File: src/hdl/plc_pkg.sv
// Shared types, codes and register reset values for the parallax layer compositor.
package plc_pkg;

  localparam int NUM_STEPS = 5;

  typedef enum logic [1:0] {
    MODE_LOAD   = 2'd0,
    MODE_SCROLL = 2'd1,
    MODE_READ   = 2'd2
  } mode_e;

  typedef enum logic [1:0] {
    DIR_NONE  = 2'd0,
    DIR_LEFT  = 2'd1,
    DIR_RIGHT = 2'd2
  } dir_e;

  typedef enum logic [2:0] {
    REG_STEP_ONE    = 3'd0,
    REG_STEP_TWO    = 3'd1,
    REG_STEP_THREE  = 3'd2,
    REG_STEP_FOUR   = 3'd3,
    REG_GROUND_STEP = 3'd4,
    REG_KEY         = 3'd5
  } reg_idx_e;

  localparam logic [2:0] LAYER_BASE      = 3'd0;
  localparam logic [2:0] LAYER_OVL_FIRST = 3'd1;
  localparam logic [2:0] LAYER_GROUND    = 3'd5;

  // Step reset values, step_one in the low byte.
  localparam logic [NUM_STEPS-1:0][7:0] STEP_RST = {8'd1, 8'd4, 8'd3, 8'd2, 8'd1};

  typedef struct packed {
    logic [NUM_STEPS-1:0][7:0] step;
    logic [31:0]               key;
  } cfg_t;

endpackage

File: src/hdl/plc_scroll.sv
// Scroll offsets of the four overlays and the ground strip, kept modulo the width.
module plc_scroll import plc_pkg::*; #(
  parameter int WIDTH = 256,
  parameter int OFF_W = 8
) (
  input  logic                            clk_i,
  input  logic                            rst_ni,
  input  logic                            scroll_i,
  input  dir_e                            dir_i,
  input  cfg_t                            cfg_i,
  output logic [NUM_STEPS-1:0][OFF_W-1:0] off_o
);

  logic [NUM_STEPS-1:0][OFF_W-1:0] off_q, off_d;

  // An 8-bit step never exceeds 15 widths, so four conditional subtracts reduce it.
  function automatic logic [OFF_W-1:0] step_mod(input logic [7:0] s);
    logic [15:0] v;
    v = 16'(s);
    for (int i = 3; i >= 0; i--) begin
      if (v >= 16'(WIDTH << i)) begin
        v = v - 16'(WIDTH << i);
      end
    end
    return v[OFF_W-1:0];
  endfunction

  always_comb begin
    logic [OFF_W-1:0] s;
    logic [OFF_W:0]   sum;
    off_d = off_q;
    for (int k = 0; k < NUM_STEPS; k++) begin
      s   = step_mod(cfg_i.step[k]);
      sum = {1'b0, off_q[k]};
      case (dir_i)
        DIR_LEFT: begin
          sum = {1'b0, off_q[k]} + {1'b0, s};
          if (sum >= (OFF_W+1)'(WIDTH)) begin
            sum = sum - (OFF_W+1)'(WIDTH);
          end
        end
        DIR_RIGHT: begin
          if (off_q[k] >= s) begin
            sum = {1'b0, off_q[k]} - {1'b0, s};
          end else begin
            sum = {1'b0, off_q[k]} + (OFF_W+1)'(WIDTH) - {1'b0, s};
          end
        end
        default: sum = {1'b0, off_q[k]};
      endcase
      if (scroll_i) begin
        off_d[k] = sum[OFF_W-1:0];
      end
    end
  end

  always_ff @(posedge clk_i or negedge rst_ni) begin
    if (!rst_ni) begin
      off_q <= '0;
    end else begin
      off_q <= off_d;
    end
  end

  assign off_o = off_q;

endmodule

File: config.mk
export PLATFORM = sky130hd
export DESIGN_NAME = plc_scroll
export DESIGN_NICKNAME = d
export VERILOG_FILES = /design/src/hdl/plc_pkg.sv /design/src/hdl/plc_scroll.sv
export SDC_FILE = /design/constraint.sdc
export NUM_CORES = 1
export LEC_CHECK = 0
export BUFFER_PORTS_ARGS = -buffer_cell sky130_fd_sc_hd__buf_2
export CORE_MARGIN = 3
export CORE_UTILIZATION = 59
export CTS_BUF_LIST = sky130_fd_sc_hd__clkbuf_16
export DETAILED_ROUTE_END_ITERATION = 8
export GPL_ROUTABILITY_DRIVEN = 0
export GPL_TIMING_DRIVEN = 0
export PLACE_DENSITY = 0.95
export SETUP_SLACK_MARGIN = 0.4
export SLEW_MARGIN = 30
export SYNTH_ARGS = -nofsm -noshare
export SYNTH_HDL_FRONTEND = slang
export SYNTH_SLANG_ARGS = --single-unit
File: constraint.sdc
create_clock -name clk_i -period 6.5 [get_ports clk_i]
set_clock_uncertainty 0.15 [all_clocks]
set_input_delay 0.65 -clock clk_i [delete_from_list [all_inputs] [get_ports clk_i]]
set_output_delay 0.65 -clock clk_i [all_outputs]
set_load 0.1 [all_outputs]
## Yosys cells after proc, flatten, opt, wreduce, memory -nomap -nowiden

Cells that the tools add are included.

| word-level totals | value |
|---|---|
| bits in registers | 40 |
| input port bits | 77 |
| output and inout bits | 40 |
| word-level logic and storage cells | 59 |

| cells by class | value |
|---|---|
| add/sub/neg operators | 25 |
| magnitude comparators | 10 |
| equality and inequality tests | 2 |
| mux-type cells | 15 |
| reductions and logical operators | 2 |

Operators by type and width:

| kind | number |
|---|---|
| 8-bit 2-to-1 mux | 10 |
| 8-bit case mux with 2 select lines | 5 |
| 8-bit subtractor | 10 |
| 8-bit by 8-bit adder with 9-bit output | 5 |
| 9-bit greater-or-equal comparator, second input constant | 5 |
| 8-bit by 1-bit adder with 8-bit output, second input constant | 5 |
| 8-bit greater-or-equal comparator | 5 |
| 8-bit by 1-bit subtractor with 8-bit output, second input constant | 5 |
| 2-bit by 1-bit == test with 1-bit output, second input constant | 1 |
| 2-bit == test, second input constant | 1 |
| 2-bit AND reduction | 1 |
| 2-bit nonzero test | 1 |

## Logic depth before layout (Yosys ltp)

| depth | value |
|---|---|
| depth after elaboration | 4 |
| gate-level depth with buffers | 10 |
| gate-level depth less buffers | 9 |

## Worst setup path after synthesis

Ideal clock, no wire load.

| timing | value |
|---|---|
| path kind | reg2reg |
| start | register off_q, in the netlist off_o[34] |
| end | register off_q, in the netlist off_o[39] |
| setup time | 0.161 ns |
| arrival | 2.536 ns |
| required time | 6.189 ns |
| setup slack | 3.653 ns |
| stages on the path, launching flop included | 8 |
| buffers on the path | 0 |
| clock period less this slack | 2.847 ns |
| path through | dfrtp_1 > ha_1 > o211a_1 > o31ai_2 > a31oi_1 > or4_1 > a21oi_1 > xor2_1 |

| between the ends | value |
|---|---|
| cells in the longest elaborated chain, start to end | 4 |
| elaborated cells on any way between the ends | 10 |
| classes of those cells | 5 x add/sub; 2 x order compare; 3 x mux |

RTL lines:

| item | RTL line | RTL |
|---|---|---|
| start, declared | plc_scroll.sv:14 | `logic [NUM_STEPS-1:0][OFF_W-1:0] off_q, off_d;` |
| start signal, assigned | plc_scroll.sv:59 | `off_q <= '0;` |
| start signal, assigned | plc_scroll.sv:61 | `off_q <= off_d;` |
| 8-bit by 1-bit adder with 8-bit output or 8-bit by 8-bit adder with 9-bit output (tied branches) | plc_scroll.sv:46, plc_scroll.sv:37 |  |
| 8-bit subtractor (tied with other cells) | plc_scroll.sv:46 | `sum = {1'b0, off_q[k]} + (OFF_W+1)'(WIDTH) - {1'b0, s};` |
| 8-bit 2-to-1 mux, on equally long branches | plc_scroll.sv:43, plc_scroll.sv:38 |  |
| 8-bit case mux with 2 select lines * | plc_scroll.sv:35 | `case (dir_i)` |

Every way passes the cells marked *; elsewhere a longest branch is shown, timed or not.
A chain may end at the register's enable or synchronous reset.

## Worst setup path after layout

| timing | value |
|---|---|
| start | input port dir_i[0] |
| end | register off_q, in the netlist off_o[5] |

| between the ends | value |
|---|---|
| cells in the longest elaborated chain, start to end | 3 |
| elaborated cells on any way between the ends | 5 |
| classes of those cells | 2 x eq/ne; 1 x mux; 2 x reduce/logical |

RTL lines:

| item | RTL line | RTL |
|---|---|---|
| start, declared | plc_scroll.sv:9 | `input dir_e dir_i,` |
| 2-bit == test or 2-bit by 1-bit == test with 1-bit output (tied branches) | plc_scroll.sv:35 |  |
| 2-bit nonzero test (no source line) | n/a |  |
| 2-bit AND reduction (no source line) | n/a |  |

Several ways; a longest one is shown, not always the timed one.

==> run_results.csv <==
group,metric,value,unit
cells_and_area,layout-drive-gt1-share,15.4,%
detailed_routing,met3_length,1.31,mm
cells_and_area,largest_reg_flops,40,
clock_network,htreeDepth,2,
clock_network,cts_tree,"built",
detailed_routing,top_layer_used,"met4",
critical_path,cp_num_cells,9,
synth,yosys_warnings,0,
detailed_routing,drt_pass1_iterations,5,
power,vdd.ir_drop.worst,0.000353,V
floorplan,coreArea,7330,µm²
cells_and_area,final_cell_mix,"buf_2 (89), ha_1 (71), inv_1 (67), o21ai_0 (58), nand2_1 (49)",
synth,syn_inst,555,
synth,synth.distinct_cells,54,
synth,synth_edf_count,0,
sta,worst-slew-pin-transition,0.817,ns
cells_and_area,layout_commonest_cell,"buf_2",
grt,track_usage,30.4,%
synth,ys_seq_elements,40,
floorplan,die_x,93.4,µm
synth,yosysTopAreaCellShare,22.2,%
clock_network,cts.path.max_buffers,2,
grt,grt_pass1_wl,21.3,mm
sta,slew_headroom,45.5,%
detailed_routing,first_iter_violations,406,
critical_path,endpoint_kind,"flip-flop",
floorplan,die_area,8720,µm²
cells_and_area,design_area,5240,µm²
sta,min_period,2.87,ns
critical_path,crit_type,"input pin to flip-flop",
floorplan,pin_count,117,
critical_path,path_delay_family,"buffers and inverters",
critical_path,critPathLaunchType,"input pin",
grt,grt_overflow,0,
critical_path,crit_required,6.48,ns
placed_design,place_ws,3.37,ns
sta,fmax,348,MHz
synth,synth_area_leaders,"dfrtp_1 (22%), ha_1 (20%), o21ai_0 (6.4%), inv_1 (5.6%), a21oi_1 (4.7%)",
hold_path,hp-class,"input pin to asynchronous set/reset pin",
placed_design,placed_area,5110,µm²
detailed_routing,wl_met1,5.04,mm
synth,post_synth.cell_area_avg,8.12,µm²
detailed_routing,drc,0,
power,leakagePower,2.67,nW
detailed_routing,num_vias,4617,
sta,finalSetupViolCount,0,
floorplan,fp.dieH,93.4,µm
grt,grt_max_degree,17,
detailed_routing,dr_wl_met2,6.20,mm
synth,synth.largest_area_cell,"dfrtp_1",
grt,antenna_found_initial,0,
clock_network,clkSinkCount,40,
synth,synth_area,4510,µm²
clock_network,numCtsBuffers,5,
critical_path,cp.arrival,2.85,ns
clock_network,clk_pin_slew,0.06,ns
flow_run,drv_cap,0,
critical_path,cp_cell_sequence,"buf_2 -> inv_1 -> ha_1 -> buf_2 -> clkbuf_1 -> buf_1 -> a31oi_1 -> xnor2_1 -> o21ai_0",
critical_path,rr_worst_depth,7,
sta,timing.final.crit_share,44.1,%
detailed_routing,wl_per_cell,17.4,µm
clock_network,postCtsSetupRepairBufs,0,
sta,hold_violations,0,
floorplan,fp-row-count,31,
cells_and_area,areaGrowthSynthToFinish,16.2,%
placed_design,post-dp-hpwl,9.81,mm
synth,yosysSeqAreaShare,22.2,%
outcome,status,"completed",
critical_path,slowest_delay,0.68,ns
power,p_per_area,558,nW/µm²
critical_path,cp_max_fo,10,
placed_design,portBuffers,84,
detailed_routing,routed_wl,13.0,mm
sta,drv_slew,0,
critical_path,path_buf_inv,5,
critical_path,crit_path_frequent_cell,"buf_2",
sta,finalSetupTns,0,ns
cells_and_area,nNetsFinal,806,
detailed_routing,via_per_inst,6.18,
clock_network,root_buffer,"clkbuf_16",
critical_path,crit_slowest_cell,"buf_1",
clock_network,cts_repair_resize_count,0,
cells_and_area,final_core_util,71.5,%
sta,setup_slack,3.63,ns
floorplan,start_util,61.5,%
clock_network,clk_latency,0.28,ns
cells_and_area,fillCellCount,524,
detailed_routing,drtAntennaViolNets,0,
clock_network,cts-hold-fix-buffers,0,
cells_and_area,num_antenna_cells,0,
synth,synthArstFlopShare,100,%
synth,synthesis.nets,713,
synth,synth_ff_type,"dfrtp_1",
sta,rsz0062_at_grt,"no",
grt,grt_pass1_vias,4555,
[area by class of cell]
type | count | area [µm²] | area share, %
Buffer | 18 | 73.8 | 1.41
Clock buffer | 5 | 125 | 2.39
Clock inverter | 2 | 7.51 | 0.143
Inverter | 68 | 255 | 4.87
Multi-Input combinational cell | 429 | 3180 | 60.6
Sequential cell | 40 | 1000 | 19.1
Tap cell | 99 | 124 | 2.36
Timing Repair Buffer | 86 | 475 | 9.08
[through the flow]
step           hold slack, ns  instances  power [mW]
4_1_cts                 0.145        747        2.89
6_report                0.139        747        2.92
3_5_place_dp            0.316        740        2.64
3_3_place_gp            0.301        738        2.54
2_1_floorplan           0.204        555        2.22
5_1_grt                 0.151        747        3.10
[worst reg2reg max path: stages (launching register included)]
cell     delay (ns)
dfrtp_1        0.41
ha_1           0.30
nor2b_1        0.16
o31ai_2        0.28
a31oi_1        0.18
or4_1          0.52
a21oi_1        0.21
xor2_1         0.16
[path summary, 6_finish.rpt]
kind                                       start                    end  slack, ns
max                                     dir_i[0]   off_o[5]$_DFFE_PN0P_       3.63
min                                       rst_ni   off_o[8]$_DFFE_PN0P_       0.14
max reg2reg                off_o[33]$_DFFE_PN0P_  off_o[39]$_DFFE_PN0P_       4.06
min reg2reg                off_o[31]$_DFFE_PN0P_  off_o[31]$_DFFE_PN0P_       0.32
max in group asynchronous                 rst_ni   off_o[2]$_DFFE_PN0P_       5.63
min in group clk_i         off_o[31]$_DFFE_PN0P_  off_o[31]$_DFFE_PN0P_       0.32
[power by group]
| group | internal (mW) | switching [mW] |
|---|---|---|
| Clock | 0.138 | 0.103 |
| Sequential | 0.366 | 0.134 |
| Combinational | 0.594 | 1.59 |
[per-layer routing]
layer	track usage [%]	vias to the layer above
li1	-	2114
met1	38.3	2151
met2	50.6	292
met3	5.87	60
met4	12.9	0
met5	0	-
[Yosys cell counts (all sizes together), types with 2 or more instances]
cell	instances
o21ai	58
mux2i	8
a21boi	3
nor2	28
nor2b	18
xor2	9
nand3	5
dfrtp	40
and4	2
or4	2
xnor2	11
and3	3
o31ai	10
o211a	2
a211o	3
o21a	8
a21oi	42
or2b	2
clkbuf	12
buf	6
a221oi	3
nor3	6
nor4	3
o211ai	8
inv	67
fa	10
nand4	3
a211oi	2
ha	71
or3	3
nand2	49
nand3b	2
a21o	5
a31oi	5
nand2b	11
a32oi	3
o21ba	2
nor3b	2
o311ai	2
o311a	2
o21bai	13
[logic make-up (layout without fill, tap and decap cells)]
family                   Yosys count  after routing  synth area share [%]
AO/OA/AOI/OAI                    178            178                  25.1
AND/OR/NAND/NOR                  142            142                  15.6
buffers and inverters             86            179                  7.30
adder cells (fa/ha/maj)           81             81                  24.2
flip-flops                        40             40                  22.2
XOR/XNOR                          20             20                  3.89
multiplexers                       8              8                  1.78
No activity file was read; power rests on OpenSTA's default activity.
