[src/hdl/plc_pkg.sv]
// Shared types, codes and register reset values for the parallax layer compositor.
package plc_pkg;

  localparam int NUM_STEPS = 5;

  typedef enum logic [1:0] {
    MODE_LOAD   = 2'd0,
    MODE_SCROLL = 2'd1,
    MODE_READ   = 2'd2
  } mode_e;

  typedef enum logic [1:0] {
    DIR_NONE  = 2'd0,
    DIR_LEFT  = 2'd1,
    DIR_RIGHT = 2'd2
  } dir_e;

  typedef enum logic [2:0] {
    REG_STEP_ONE    = 3'd0,
    REG_STEP_TWO    = 3'd1,
    REG_STEP_THREE  = 3'd2,
    REG_STEP_FOUR   = 3'd3,
    REG_GROUND_STEP = 3'd4,
    REG_KEY         = 3'd5
  } reg_idx_e;

  localparam logic [2:0] LAYER_BASE      = 3'd0;
  localparam logic [2:0] LAYER_OVL_FIRST = 3'd1;
  localparam logic [2:0] LAYER_GROUND    = 3'd5;

  // Step reset values, step_one in the low byte.
  localparam logic [NUM_STEPS-1:0][7:0] STEP_RST = {8'd1, 8'd4, 8'd3, 8'd2, 8'd1};

  typedef struct packed {
    logic [NUM_STEPS-1:0][7:0] step;
    logic [31:0]               key;
  } cfg_t;

endpackage

[src/hdl/plc_regs.sv]
// APB configuration registers: scroll steps and transparent key.
module plc_regs import plc_pkg::*; (
  input  logic        clk_i,
  input  logic        rst_ni,
  input  logic        psel,
  input  logic        penable,
  input  logic        pwrite,
  input  logic [4:0]  paddr,
  input  logic [31:0] pwdata,
  output logic [31:0] prdata,
  output cfg_t        cfg_o
);

  logic [NUM_STEPS-1:0][7:0] step_q, step_d;
  logic [31:0]               key_q, key_d;
  reg_idx_e                  idx;
  logic                      wr;

  assign idx = reg_idx_e'(paddr[4:2]);
  assign wr  = psel && penable && pwrite;

  always_comb begin
    step_d = step_q;
    key_d  = key_q;
    if (wr) begin
      if (idx inside {[REG_STEP_ONE:REG_GROUND_STEP]}) begin
        step_d[idx] = pwdata[7:0];
      end else if (idx == REG_KEY) begin
        key_d = pwdata;
      end
    end
  end

  always_ff @(posedge clk_i or negedge rst_ni) begin
    if (!rst_ni) begin
      step_q <= STEP_RST;
      key_q  <= '0;
    end else begin
      step_q <= step_d;
      key_q  <= key_d;
    end
  end

  always_comb begin
    case (idx)
      REG_STEP_ONE, REG_STEP_TWO, REG_STEP_THREE, REG_STEP_FOUR,
      REG_GROUND_STEP: prdata = {24'd0, step_q[idx]};
      REG_KEY:         prdata = key_q;
      default:         prdata = '0;
    endcase
  end

  assign cfg_o.step = step_q;
  assign cfg_o.key  = key_q;

endmodule

[config.mk]
export PLATFORM = sky130hd
export DESIGN_NAME = plc_regs
export DESIGN_NICKNAME = d
export VERILOG_FILES = /design/src/hdl/plc_pkg.sv /design/src/hdl/plc_regs.sv
export SDC_FILE = /design/constraint.sdc
export NUM_CORES = 1
export LEC_CHECK = 0
export ABC_AREA = 1
export ABC_CLOCK_PERIOD_IN_PS = 1600
export BUFFER_PORTS_ARGS = -buffer_cell sky130_fd_sc_hd__buf_2
export CAP_MARGIN = 20
export CORE_MARGIN = 5
export CORE_UTILIZATION = 25
export DETAILED_ROUTE_END_ITERATION = 16
export PLACE_DENSITY_LB_ADDON = 0.08
export SLEW_MARGIN = 25
export SYNTH_ARGS = -nofsm -noshare
export SYNTH_HDL_FRONTEND = slang
export SYNTH_SLANG_ARGS = --single-unit
[constraint.sdc]
create_clock -name clk_i -period 1.6 [get_ports clk_i]
set_clock_uncertainty 0.15 [all_clocks]
set_input_delay 0.24 -clock clk_i [delete_from_list [all_inputs] [get_ports clk_i]]
set_output_delay 0.24 -clock clk_i [all_outputs]
set_load 0.02 [all_outputs]
* Yosys cells after proc, flatten, opt, wreduce, memory -nomap -nowiden *
Index checks and enable logic that the tools add are counted.

storage, ports and cells
  latch bits = 0
  memory bits (writable) = 0
  ROM bits = 0
  register bits = 72
  logic and storage cells = 30
  memories kept = 0
  bits of input ports = 42

operators by class
  equality and inequality tests = 5
  $lt $le $gt $ge = 4
  reduce and logical (&&, ||, !) cells = 8
  bitwise logic cells = 1
  multipliers = 0
  div/mod/pow operators = 0
  add/subtract/negate cells = 0
  muxes and demuxes = 6
  shift-type cells = 0

operator list
  operator                                                                              count
  32-bit case mux with 2 select lines                                                   1
  40-bit bitwise mux                                                                    1
  8-bit binary-select mux with 3-bit select                                             1
  8-bit demux with 3-bit select                                                         1
  8-bit 2-to-1 mux                                                                      2
  3-bit by 2-bit == test with 1-bit output (second input constant)                      2
  3-bit == test (second input constant)                                                 2
  3-bit by 1-bit greater-or-equal comparator with 1-bit output (second input constant)  2
  5-bit OR reduction                                                                    1
  1-bit logical AND                                                                     4
  3-bit by 4-bit < comparator with 1-bit output (second input constant)                 1
  3-bit by 1-bit == test with 1-bit output (second input constant)                      1
  3-bit less-or-equal comparator (second input constant)                                1
  3-bit zero test                                                                       1
  3-bit AND reduction                                                                   1
  2-bit AND reduction                                                                   1
  1-bit NOT                                                                             1

* Logic depth before layout (Yosys ltp) *
Gate-level depths: netlist of the first run.

  depth in word-level cells = 5
  gate-level depth with buffers = 9
  mapped depth without buffers = 7

* Worst setup path before layout of the first run *
OpenSTA, ideal clock, no wires.

  path type = input to output
  start = input paddr[3]
  end = output prdata[11]
  slack = -4 ps
  arrival time = 1214 ps
  required time = 1210 ps
  path buffers = 2
  cell stages on the path = 7
  path through = buf_4 inv_4 nand2_2 nor2_4 inv_2 buf_2 nor2_1

between the ends
  word-level cells in the longest chain between the ends = 3
  elaborated cells on any way between the ends = 8
  classes of those cells = eq/ne: 5; mux: 1; reduce/logical: 2

RTL lines
  element                                                                 RTL line        RTL
  start, declared                                                         plc_regs.sv:8   input logic [4:0] paddr,
  3-bit by 1-bit == test with 1-bit output, or another cell as far along  plc_regs.sv:45  case (idx)
  5-bit OR reduction                                                      plc_regs.sv:45
  32-bit case mux with 2 select lines (*)                                 plc_regs.sv:45
  end, declared                                                           plc_regs.sv:10  output logic [31:0] prdata,

Mark *: on every way between the ends. The rest lies on a longest branch, timed or not.

* Final worst setup path of the first run *
  start = register step_q, in the netlist cfg_o[58]
  end = output prdata[2]

between the ends
  word-level cells in the longest chain between the ends = 3

RTL lines
  element                                    RTL line        RTL
  start, declared                            plc_regs.sv:14  logic [NUM_STEPS-1:0][7:0] step_q, step_d;
  start signal, assigned                     plc_regs.sv:39  step_q <= step_d;
  8-bit binary-select mux with 3-bit select  plc_regs.sv:47  REG_GROUND_STEP: prdata = {24'd0, step_q[idx]};
  8-bit 2-to-1 mux (not written as such)     plc_regs.sv:47
  32-bit case mux with 2 select lines        plc_regs.sv:45

Every way passes these cells. The select of a mux whose other input is x is not followed.

==> results of run 1 <==
[worst paths after layout]
check	endpoint	cells past startpoint
max	prdata[2]	7
min	cfg_o[65]	3
max reg2reg	cfg_o[32]	4
min reg2reg	key_q[11]	2
max in group asynchronous	cfg_o[58]	3
min in group asynchronous	cfg_o[37]	3
[worst max-delay path: stages (launching register included)]
cell and delay (ns):
dfstp_2 0.55, inv_2 0.03, nand2_1 0.04, nand2_1 0.05, nand2_1 0.08, nand3_2 0.07, nand2_2 0.10, buf_6 0.12
[synth_stat cells, drive strengths merged]
master    n
o21ai    48
nand2   201
dfstp     6
dfrtp    66
inv      73
nand3    42
nor2     31
clkbuf    4
buf      17
[flip-flops by register name, summed over array words and instances (netlist names)]
register / count
cfg_o: 40
key_q: 32
[stage by stage]
stage	area [um2]	power [W]	setup slack, ns
after floorplan	3560	0.00349	-0.00445
after global placement	4640	0.00426	-0.0722
after detailed placement	4640	0.00427	-0.0908
after CTS	5490	0.00674	-0.181
after global routing	5660	0.00713	-0.228
final	5660	0.00672	-0.154
[repair_timing]
| item | in CTS | in global routing |
|---|---|---|
| hold buffers | 30 | 0 |
| endpoints found under the hold margin | 96 | 0 |
| pin swaps | 17 | 14 |
| endpoints found under the setup margin | 32 | 32 |
| resized for setup | 29 | 57 |
| setup buffers | 19 | 4 |
[final cells by class]
| type | count | area (um2) |
|---|---|---|
| timing repair buffer | 221 | 1560 |
| tap | 180 | 225 |
| sequential | 72 | 1810 |
| multi-input combinational | 322 | 1450 |
| clock buffer | 10 | 239 |
| fill | 1489 | 8280 |
| clock inverter | 6 | 82.6 |
| inverter | 73 | 289 |
[kinds of logic (layout without fill, tap and decap cells)]
| logic type | count (synthesis) | after routing | synth area share |
|---|---|---|---|
| AO/OA/AOI/OAI | 48 | 48 | 0.0674 |
| AND/OR/NAND/NOR | 274 | 274 | 0.317 |
| flip-flops | 72 | 72 | 0.508 |
| buffers and inverters | 94 | 310 | 0.108 |
[where the power goes]
group	switching, W	internal [W]
clock	0.000771	0.00140
combinational	0.00126	0.000816
sequential	0.000278	0.00219
total	0.00231	0.00441
[per-layer routing]
layer,GRT usage,vias to the layer above,wire (um)
li1,-,1907,-
met1,0.207,1744,6050
met2,0.233,90,5830
met3,0.0317,16,617
met4,0.0587,0,212
met5,0,-,0
==> metrics.yaml, run 1 <==
drtIter0Drc: 132
slew_viol_final: 0
seq_area_frac_synth: 0.508
syn_area_per_cell_um2: 7.30
drt-total-wl_mm: 12.7
port_buffers: 143
whs_ns: 0.0187
fmax_mhz: 570
hp-class: "primary input to flop"
critPathMaxFanout: 3
io_pins: 146
synth_cell_types: 17
worst_slack_ns: -0.154
die_area_um2: 16700
rsz0062_at_grt: "true"
cts_root_buf: "clkbuf_16"
grt_pass1_vias: 3646
fin_nets: 741
finalNonFillerCells: 884
maxSlewHeadroom: 0.715
areaGrowthSynthToFinish_pct: 58.7
wl_per_cell_um: 14.4
cts_buffer_depth: 2
period_needed_ns: 1.75
route.detailed.drc: 0
crit_path_end_kind: "output port"
hold_viol: 0
p_leak_nw: 3.10
synth.area.top_cells: "dfrtp_1, nand2_1, inv_1"
routed_via_density: 4.25
power_density_nw_per_um2: 1190
gp_congestion: 0.840
synth_top_area_cell: "dfrtp_1"
initial_core_util: 0.256
synth_nets: 530
cts_tree: "built"
maxCapViolations: 0
synthDominantCellAreaShare: 0.463
netlist_area_um2: 3560
placed_cells: 815
ir_drop_mv: 0.515
cts_buffers: 9
reg2reg_from: "cfg_o[32]"
first_pass_iters: 5
status: "finished with violations"
antennaDiodeCount: 0
critPathArrivalTime_ns: 1.36
grt.total_usage: 0.151
hpwlAfterDp_mm: 9.32
hold_start: "pwdata[1]"
grt_pass1_wl_mm: 19.6
drive_above_1_share: 0.376
synth_warnings: 0
final_common_cell: "nand2_1"
crit_start: "cfg_o[58]"
setup_viol: 8
final_cell_mix: "nand2_1, buf_2, dfrtp_1, buf_4, inv_1"
grt_max_degree: 73
tightest_slew_ns: 0.427
insertion_delay_ns: 0.33
rows: 43
die_w_um: 129
cp.required_ns: 1.21
startpoint_type: "flop"
die_h_um: 129
min_period_over_period: 1.10
core-area_um2: 13900
violations: "setup timing"
ys_ff_latch: 72
setup_tns_ns: -0.625
r2r_setup_slack_ns: 0.41
cts_sinks: 72
htreeDepth: 3
grt_antenna_before_repair: 0
dr_total_vias: 3757
synthCells: 488
grt_overflow: 0
final_util: 0.406
postRouteAntennaNets: 0
crit_type: "flop to output port"
clk_pin_slew_ns: 0.06
Note: power is estimated with default switching activity, not from simulation.
==> run 2: changes to the inputs <==
--- a/config.mk
+++ b/config.mk
@@ -7,7 +7,7 @@
 export LEC_CHECK = 0
 export ABC_AREA = 1
 export ABC_CLOCK_PERIOD_IN_PS = 1600
-export BUFFER_PORTS_ARGS = -buffer_cell sky130_fd_sc_hd__buf_2
+export BUFFER_PORTS_ARGS = -buffer_cell sky130_fd_sc_hd__clkbuf_2
 export CAP_MARGIN = 20
 export CORE_MARGIN = 5
 export CORE_UTILIZATION = 25
==> run 2 against run 1 <==
The flow still finishes with violations (setup timing). First-iteration DRC count increased by 23%. Hold slack got worse by 0.0055 ns. Sequential share of layout area increased by 0.21 points. Maximum frequency decreased by 0.83%. Clock-buffer cell count increased by 2. Non-clock buffer count unchanged. Largest cell class unchanged.
==> metrics.yaml, run 2 (same netlist as run 1, synthesis figures left out) <==
gp_congestion: 0.830  # -1.1%
drt-total-wl_mm: 12.7  # +0.14%
grt_pass1_vias: 3523  # -3.4%
insertion_delay_ns: 0.34  # about the same
cts_sinks: 72  # unchanged
postRouteAntennaNets: 0  # unchanged
crit_type: "flop to output port"
rsz0062_at_grt: "true"
grt_antenna_before_repair: 0  # unchanged
setup_tns_ns: -0.771  # -0.146 ns
cts_buffer_depth: 2  # unchanged
initial_core_util: 0.256  # unchanged
fill_cells: 1498  # +0.60%
first_pass_iters: 4  # -1
drive_above_1_share: 0.364  # -0.0128
power_density_nw_per_um2: 1160  # -2.2%
pre_cts_slack_ns: -0.0806  # +0.0103 ns
grt_overflow: 0  # unchanged
wl_per_cell_um: 14.4  # +0.14%
worst_slack_ns: -0.169  # -0.0146 ns
ir_drop_mv: 0.738  # +43%
clk_pin_slew_ns: 0.06  # about the same
grt.total_usage: 0.154  # +0.00310
die_area_um2: 16700  # unchanged
final_common_cell: "nand2_1"
grt_max_degree: 32  # -56%
hp-class: "primary input to flop"
rows: 43  # unchanged
p_leak_nw: 3.07  # -0.86%
grt_pass1_wl_mm: 19.5  # -0.35%
critPathArrivalTime_ns: 1.38  # +0.02 ns
route.detailed.drc: 0  # unchanged
slew_viol_final: 0  # unchanged
dr_total_vias: 3701  # -1.5%
tightest_slew_ns: 0.359  # -0.0685 ns
antennaDiodeCount: 0  # unchanged
critPathMaxFanout: 2  # -1
htreeDepth: 3  # unchanged
die_h_um: 129  # unchanged
io_pins: 146  # unchanged
period_needed_ns: 1.77  # +0.0146 ns
final_cell_mix: "nand2_1, clkbuf_2, dfrtp_1, buf_4, inv_1"
maxSlewHeadroom: 0.761  # +0.0457
largest_reg_flops: 40  # unchanged
violations: "setup timing"
hpwlAfterDp_mm: 9.60  # +3.0%
min_period_over_period: 1.11  # +0.00915
drtIter0Drc: 162  # +23%
cts_tree: "built"
port_buffers: 143  # unchanged
crit_path_end_kind: "output port"
total_power_w: 0.00653  # -2.8%
core-area_um2: 13900  # unchanged
fin_nets: 741  # unchanged
maxCapViolations: 0  # unchanged
die_w_um: 129  # unchanged
status: "finished with violations"
areaGrowthSynthToFinish_pct: 57.7
whs_ns: 0.0131  # -0.00552 ns
hold_viol: 0  # unchanged
routed_via_density: 4.19  # -1.5%
fmax_mhz: 565  # -0.83%
cp.required_ns: 1.21  # about the same
cts_root_buf: "clkbuf_16"
cts_buffers: 9  # unchanged
setup_viol: 8  # unchanged
startpoint_type: "flop"
-- run 2: critical path: stages, from the launching register on --
cell      delay (ns)
dfstp_2         0.53
inv_2           0.03
nand2_1         0.04
nand2_1         0.05
nand2_1         0.07
nand3_1         0.07
nand2_1         0.09
clkbuf_8        0.15
-- run 2: worst paths after layout --
kind / startpoint / end / slack [ns] / depth (start not counted)
setup reg to reg: cfg_o[52] / cfg_o[52] / 0.54 / 4
setup / recovery: cfg_o[49] / prdata[1] / -0.17 / 7
max in group asynchronous: rst_ni / cfg_o[58] / 0.54 / 3
min in group asynchronous: rst_ni / cfg_o[35] / 0.20 / 2
hold / removal: pwdata[5] / cfg_o[69] / 0.01 / 3
hold reg to reg: key_q[11] / key_q[11] / 0.35 / 2
-- run 2: per-stage QoR --
step,area [um2],util,std cells
CTS,5480,0.393,881
global placement,4630,0.332,814
floorplan,3560,-,488
global route,5620,0.403,884
finish,5620,0.403,884
detailed placement,4630,0.332,814
-- run 2: metal layers --
| layer | track usage | vias to the layer above | wire length (um) |
|---|---|---|---|
| met1 | 0.213 | 1697 | 5890 |
| li1 | - | 1904 | - |
| met2 | 0.232 | 91 | 5900 |
| met3 | 0.0491 | 9 | 792 |
| met5 | 0 | - | 0 |
| met4 | 0.0428 | 0 | 139 |
-- run 2: final cells by class --
| class | count | area (um2) | area share |
|---|---|---|---|
| Sequential cell | 72 | 1810 | 0.322 |
| Timing Repair Buffer | 221 | 1580 | 0.280 |
| Multi-Input combinational cell | 322 | 1440 | 0.256 |
| Inverter | 73 | 284 | 0.0505 |
| Clock buffer | 12 | 246 | 0.0438 |
| Tap cell | 180 | 225 | 0.0401 |
| Clock inverter | 4 | 45.0 | 0.00801 |
-- run 2: what timing repair did --
item | in CTS | in global routing
pin swaps | 18 | 11
setup buffers | 19 | 3
endpoints found under the hold margin | 73 | 0
resized for setup | 29 | 74
setup endpoints to repair | 32 | 32
hold buffers | 32 | 0
-- run 2: power by group --
| group | leakage [nW] | switching, W | internal (W) |
|---|---|---|---|
| registers | 0.909 | 0.000284 | 0.00219 |
| logic | 2.02 | 0.00126 | 0.000799 |
| clock network | 0.146 | 0.000755 | 0.00124 |
| total | 3.07 | 0.00230 | 0.00423 |
